### config.mk
export PLATFORM = sky130hd
export DESIGN_NAME = xor_checksum_frame_receiver_top
export DESIGN_NICKNAME = d
export VERILOG_FILES = /design/src/design/xcfr_pkg.sv /design/src/design/xor_checksum_frame_receiver_top.sv
export VERILOG_INCLUDE_DIRS = /design/src /design/src/design
export SDC_FILE = /design/constraint.sdc
export NUM_CORES = 1
export LEC_CHECK = 0
export BUFFER_PORTS_ARGS = -buffer_cell sky130_fd_sc_hd__buf_4
export CAP_MARGIN = 15
export CORE_ASPECT_RATIO = 0.6
export CORE_UTILIZATION = 35
export CTS_BUF_LIST = sky130_fd_sc_hd__clkbuf_16
export CTS_CLUSTER_DIAMETER = 60
export DETAILED_ROUTE_END_ITERATION = 8
export SLEW_MARGIN = 20
export SYNTH_ARGS = -nofsm -noshare
export SYNTH_HDL_FRONTEND = slang
export SYNTH_SLANG_ARGS = --single-unit
### constraint.sdc
create_clock -name clk -period 6.6 [get_ports clk]
set_input_delay 0.66 -clock clk [delete_from_list [all_inputs] [get_ports clk]]
set_output_delay 0.66 -clock clk [all_outputs]
set_load 0.02 [all_outputs]
### src/design/xor_checksum_frame_receiver_top_assert.svh
// Assertion macros used by the frame receiver top design file.
`ifndef XOR_CHECKSUM_FRAME_RECEIVER_TOP_ASSERT_SVH
`define XOR_CHECKSUM_FRAME_RECEIVER_TOP_ASSERT_SVH
`ifndef SYNTHESIS
// Property that must hold at every rising clock edge outside reset.
`define XCFR_ASSERT(label, clk_sig, rstn_sig, prop) \
    label: assert property (@(posedge clk_sig) disable iff (!rstn_sig) prop) \
        else $error("frame receiver assertion failed");
// Condition that must never be true outside reset.
`define XCFR_ASSERT_NEVER(label, clk_sig, rstn_sig, cond) \
    `XCFR_ASSERT(label, clk_sig, rstn_sig, !(cond))
`else
`define XCFR_ASSERT(label, clk_sig, rstn_sig, prop)
`define XCFR_ASSERT_NEVER(label, clk_sig, rstn_sig, cond)
`endif
`endif

### src/design/xcfr_pkg.sv
// Types and constants for the XOR checksum frame receiver.
package xcfr_pkg;

    localparam logic [7:0] HDR0 = 8'hAA;
    localparam logic [7:0] HDR1 = 8'h55;
    localparam logic [7:0] KEEP_LIMIT_RESET = 8'hFF;
    localparam int unsigned TDATA_W = 24;

    typedef enum logic [2:0] {
        PH_HUNT0 = 3'd0,
        PH_HUNT1 = 3'd1,
        PH_LEN   = 3'd2,
        PH_DATA  = 3'd3,
        PH_CHECK = 3'd4
    } phase_t;

    typedef struct packed {
        logic       is_frame_end;
        logic [7:0] payload_index;
        logic [7:0] payload_value;
        logic       checksum_bad;
    } result_t;

endpackage

### src/design/xor_checksum_frame_receiver_top.sv
// Each result is registered in the result register, or in the skid register
// when that is full and not draining. One byte per cycle while skid is empty.
// A two-entry output stage (result register plus skid register) keeps the
// slave side ready while one result waits for the consumer.
// Reset (rst_n low, asynchronous) returns to header hunting, clears the
// checksum state and the output stage, and sets keep_limit to 255.
`include "xor_checksum_frame_receiver_top_assert.svh"

module xor_checksum_frame_receiver_top
(
    input  logic                        clk,
    input  logic                        rst_n,
    input  logic                        s_axis_tvalid,
    output logic                        s_axis_tready,
    input  logic [7:0]                  s_axis_tdata,   // [7:0] rx_byte
    output logic                        m_axis_tvalid,
    input  logic                        m_axis_tready,
    // [7:0] payload_index, [15:8] payload_value, [16] checksum_bad, [23:17] zero
    output logic [xcfr_pkg::TDATA_W-1:0] m_axis_tdata,
    output logic                        m_axis_tuser,   // [0] is_frame_end
    input  logic                        cfg_wr_en,
    input  logic [7:0]                  cfg_wr_data     // keep_limit
);

    xcfr_pkg::phase_t  phase_reg, phase_next;
    logic [7:0]        xor_reg, xor_next;
    logic [7:0]        length_reg, length_next;
    logic [7:0]        position_reg, position_next;
    logic [7:0]        keep_limit_reg;
    logic [7:0]        position_inc;

    xcfr_pkg::result_t res_next;
    logic              res_fire;
    logic              in_fire;

    xcfr_pkg::result_t main_reg;
    xcfr_pkg::result_t skid_reg;
    logic              main_valid_reg;
    logic              skid_valid_reg;

    logic              in_data_phase;
    logic              check_fire;

    assign s_axis_tready = !skid_valid_reg;
    assign in_fire       = s_axis_tvalid && s_axis_tready;
    assign position_inc  = position_reg + 8'd1;
    assign in_data_phase = (phase_reg == xcfr_pkg::PH_DATA);
    assign check_fire    = in_fire && (phase_reg == xcfr_pkg::PH_CHECK);

    always_comb
    begin
        phase_next    = phase_reg;
        xor_next      = xor_reg;
        length_next   = length_reg;
        position_next = position_reg;
        res_fire      = 1'b0;
        res_next      = '0;
        case (phase_reg)
            xcfr_pkg::PH_HUNT1:
            begin
                phase_next = (s_axis_tdata == xcfr_pkg::HDR1) ? xcfr_pkg::PH_LEN
                                                              : xcfr_pkg::PH_HUNT0;
            end
            xcfr_pkg::PH_LEN:
            begin
                length_next   = s_axis_tdata;
                xor_next      = s_axis_tdata;
                position_next = 8'd0;
                phase_next    = (s_axis_tdata == 8'd0) ? xcfr_pkg::PH_CHECK
                                                       : xcfr_pkg::PH_DATA;
            end
            xcfr_pkg::PH_DATA:
            begin
                xor_next      = xor_reg ^ s_axis_tdata;
                position_next = position_inc;
                if (position_inc >= length_reg)
                begin
                    phase_next = xcfr_pkg::PH_CHECK;
                end
                if (position_reg < keep_limit_reg)
                begin
                    res_fire               = 1'b1;
                    res_next.payload_index = position_reg;
                    res_next.payload_value = s_axis_tdata;
                end
            end
            xcfr_pkg::PH_CHECK:
            begin
                res_fire              = 1'b1;
                res_next.is_frame_end = 1'b1;
                res_next.checksum_bad = (xor_reg != s_axis_tdata);
                phase_next            = xcfr_pkg::PH_HUNT0;
            end
            default:
            begin
                phase_next = (s_axis_tdata == xcfr_pkg::HDR0) ? xcfr_pkg::PH_HUNT1
                                                              : xcfr_pkg::PH_HUNT0;
            end
        endcase
    end

    always_ff @(posedge clk or negedge rst_n)
    begin
        if (!rst_n)
        begin
            phase_reg    <= xcfr_pkg::PH_HUNT0;
            xor_reg      <= 8'd0;
            length_reg   <= 8'd0;
            position_reg <= 8'd0;
        end
        else if (in_fire)
        begin
            phase_reg    <= phase_next;
            xor_reg      <= xor_next;
            length_reg   <= length_next;
            position_reg <= position_next;
        end
    end

    always_ff @(posedge clk or negedge rst_n)
    begin
        if (!rst_n)
        begin
            keep_limit_reg <= xcfr_pkg::KEEP_LIMIT_RESET;
        end
        else if (cfg_wr_en)
        begin
            keep_limit_reg <= cfg_wr_data;
        end
    end

    // Output stage: a new result goes to the skid register only when the result
    // register is full and not draining in this cycle.
    always_ff @(posedge clk or negedge rst_n)
    begin
        if (!rst_n)
        begin
            main_valid_reg <= 1'b0;
            skid_valid_reg <= 1'b0;
        end
        else
        begin
            if (main_valid_reg && m_axis_tready && skid_valid_reg)
            begin
                main_valid_reg <= 1'b1;
                skid_valid_reg <= 1'b0;
            end
            else if (in_fire && res_fire)
            begin
                if (main_valid_reg && !m_axis_tready)
                begin
                    skid_valid_reg <= 1'b1;
                end
                else
                begin
                    main_valid_reg <= 1'b1;
                end
            end
            else if (m_axis_tready)
            begin
                main_valid_reg <= 1'b0;
            end
        end
    end

    always_ff @(posedge clk)
    begin
        if (main_valid_reg && m_axis_tready && skid_valid_reg)
        begin
            main_reg <= skid_reg;
        end
        else if (in_fire && res_fire)
        begin
            if (main_valid_reg && !m_axis_tready)
            begin
                skid_reg <= res_next;
            end
            else
            begin
                main_reg <= res_next;
            end
        end
    end

    assign m_axis_tvalid = main_valid_reg;
    assign m_axis_tuser  = main_reg.is_frame_end;
    assign m_axis_tdata  = {7'd0, main_reg.checksum_bad, main_reg.payload_value,
                            main_reg.payload_index};

    `XCFR_ASSERT_NEVER(a_skid_without_main, clk, rst_n, skid_valid_reg && !main_valid_reg)
    `XCFR_ASSERT_NEVER(a_data_zero_length, clk, rst_n, in_data_phase && (length_reg == 8'd0))
    `XCFR_ASSERT_NEVER(a_data_position, clk, rst_n, in_data_phase && (position_reg >= length_reg))
    `XCFR_ASSERT(a_check_emits, clk, rst_n, check_fire |=> m_axis_tvalid)

endmodule
==> impl_metrics.json <==
{
  "slew_headroom": 0.3289,
  "power_density_nw_per_um2": 242.9,
  "r2r-start": "keep_limit_reg[1]$_DFFE_PN1P_",
  "setup_viol": 0,
  "rr_worst_depth": 7,
  "layout.nets": 434,
  "postRouteAntennaNets": 0,
  "path_cells": "inv_1 > ha_1 > a21o_1 > a211o_1 > a2111o_1 > buf_4 > a21oi_2",
  "root_buffer": "clkbuf_16",
  "fp-row-count": 29,
  "r2r_setup_slack_ns": 3.44,
  "period_share": 0.4789,
  "cp-end-kind": "flop",
  "grt_antenna_before_repair": 0,
  "grt_pass1_vias": 2596,
  "holdWs_ns": 0.3024,
  "synthArstFlopShare": 0.5068,
  "cts_tree": "built",
  "antennaDiodeCount": 0,
  "crit_arrival_ns": 3.11,
  "syn_avg_cell_area_um2": 10.39,
  "start_util": 0.3601,
  "synth_warnings": 0,
  "netlist_instances": 367,
  "io_buffers": 40,
  "die_h_um": 82.87,
  "vias": 2682,
  "cts_max_level": 3,
  "gp_congestion": 0.8840,
  "clkPwrFrac": 0.508,
  "first_pass_iters": 4,
  "post_drt_wl_per_cell_um": 14.90,
  "path_clk_slew_ns": 0.06,
  "internal_power_mw": 0.8734,
  "ir_drop_v": 0.0001195,
  "hold_path.class": "primary input to async pin",
  "grt_pass1_wl_um": 13620,
  "ys_ff_latch": 73,
  "netlist_area_um2": 3815,
  "tns_ns": 0,
  "insertion_delay_ns": 0.33,
  "synth_top_cell_area_share": 0.2834,
  "layout_common_cells": "nand2_1 (61), buf_4 (42), edfxtp_1 (36)",
  "ios": 48,
  "clk_path_buf_depth": 2,
  "critical_path.startpoint_type": "flop",
  "worstPathMaxFanout": 21,
  "status": "complete, no violations",
  "die-area_um2": 11340,
  "yosys-top-cells-area": "edfxtp_1 (28%), dfrtp_1 (19%), nand2_1 (6.0%)",
  "slowest_stage": "a21oi_2",
  "post-route-drc-count": 0,
  "place_inst": 525,
  "switchingPower_mw": 0.2236,
  "postCtsHoldBufs": 0,
  "max_stage_delay_ns": 0.78,
  "grt_start_max_net_pins": 38,
  "period_minus_slack_ns": 3.161,
  "coreArea_um2": 10600,
  "finalPower_mw": 1.097,
  "overflow": 0,
  "syn_to_final_growth_pct": 18.37,
  "dp_hpwl_um": 5694,
  "sequentialPowerShare": 0.444,
  "drv_slew": 0,
  "crit_required_ns": 6.55,
  "drive_gt1_frac": 0.2164,
  "clock_skew_ns": 0.008972,
  "grt_setup_unrepaired": "false",
  "maxCapViolCount": 0,
  "die_w_um": 136.8,
  "synth_cell_types": 45,
  "r2r_end": "skid_reg[10]$_DFFE_PP_",
  "final_common_cell": "nand2_1",
  "synth_top_area_cell": "edfxtp_1",
  "leakage_nw": 1.973,
  "max_freq_mhz": 316.4,
  "critical_path_class": "flop to flop",
  "synthFlopType": "edfxtp_1",
  "n_fill_cell": 1025,
  "dp_slack_ns": 3.442,
  "multiInputGateArea_um2": 1598,
  "drt-total-wl_um": 8059,
  "drt-initial-drc-count": 245,
  "track_usage": 0.1583,
  "finalNonFillerCells": 541,
  "post-cts-setup-buffer-count": 0,
  "clock-sinks": 73,
  "ys_seq_area_frac": 0.5287,
  "ff_latch_area_um2": 2017,
  "tightest_slew_ns": 1.003,
  "hold_viol": 0,
  "pwr-share-comb": 0.048,
  "synth_edf_count": 36,
  "viasPerCell": 4.957,
  "sw_frac_of_total": 0.2038,
  "cts-buffers-inserted": 9,
  "layout_setup_ws_ns": 3.439,
  "largest_register_ffs": 18,
  "cts_resized": 0
}
[cell type report]
| cell class | count | share of cell area |
|---|---|---|
| Clock buffer | 9 | 0.04988 |
| Inverter | 18 | 0.01496 |
| Timing Repair Buffer | 42 | 0.06983 |
| Tap cell | 139 | 0.03851 |
| Clock inverter | 7 | 0.02632 |
| Multi-Input combinational cell | 253 | 0.3538 |
| Sequential cell | 73 | 0.4467 |
[routing by layer]
layer,global-route usage,wire (um),up-vias
li1,-,-,1334
met1,0.2410,4020,1259
met2,0.2146,3278,81
met3,0.05006,682,8
met4,0.03896,78,0
met5,0,0,-
[synthesized netlist by cell type, types with 5 or more instances]
| master | instances |
|---|---|
| nand2b_1 | 5 |
| nand2_1 | 61 |
| o21ai_1 | 6 |
| inv_1 | 18 |
| xor2_1 | 11 |
| clkbuf_1 | 16 |
| dfrtp_1 | 29 |
| and2_1 | 15 |
| a21oi_1 | 17 |
| edfxtp_1 | 36 |
| dfstp_2 | 8 |
| mux2_2 | 10 |
| o21ai_0 | 12 |
| nor2_1 | 18 |
| o21ai_2 | 10 |
| ha_1 | 16 |
| nand3_1 | 11 |
| buf_4 | 7 |
[through the flow]
| step | cell area [um^2] | utilization |
|---|---|---|
| 3_3_place_gp | 4172 | 0.3937 |
| 3_5_place_dp | 4172 | 0.3937 |
| 2_1_floorplan | 3837 | - |
| 5_1_grt | 4516 | 0.4262 |
| 6_report | 4516 | 0.4262 |
| 4_1_cts | 4516 | 0.4262 |
[power by group through the flow]
stage,Clock (mW),Combinational (mW),Sequential [mW]
2_1_floorplan,0,0.0339,0.495
3_3_place_gp,0,0.0515,0.496
3_5_place_dp,0,0.0528,0.496
4_1_cts,0.567,0.0533,0.487
5_1_grt,0.589,0.0596,0.488
6_report,0.557,0.0522,0.487
[worst max-delay path: cells and delay by family, from the launching register on]
kind	cells	cell delay, ns
adder cells (fa/ha/maj)	1	0.27
buffers and inverters	2	0.27
flip-flops	1	0.51
AO/OA/AOI/OAI	4	1.71
[worst max-delay path by stage]
stage,start,cells past startpoint,endpoint,slack [ns]
global placement,keep_limit_reg[1]$_DFFE_PN1P_,7,skid_reg[12]$_DFFE_PP_,3.45
floorplan,keep_limit_reg[1]$_DFFE_PN1P_,7,m_axis_tdata[0]$_DFFE_PP_,3.39
finish,keep_limit_reg[1]$_DFFE_PN1P_,7,skid_reg[10]$_DFFE_PP_,3.44
CTS,keep_limit_reg[1]$_DFFE_PN1P_,7,skid_reg[12]$_DFFE_PP_,3.42
detailed placement,keep_limit_reg[1]$_DFFE_PN1P_,7,skid_reg[12]$_DFFE_PP_,3.44
global route,keep_limit_reg[1]$_DFFE_PN1P_,7,skid_reg[10]$_DFFE_PP_,3.28
[kinds of logic (layout without fill, tap and decap cells)]
family,Yosys count,in the layout,share of synthesized area
DFF,73,73,0.5287
and+or+nand+nor,130,130,0.1591
muxes,10,10,0.02952
buffers and inverters,47,76,0.05838
other,1,7,0.0009830
adders and majority gates,16,16,0.05248
AOI/OAI and AO/OA,76,76,0.1387
xor gates and xnor gates,14,14,0.03214
Power figures use the tool's default switching activity.
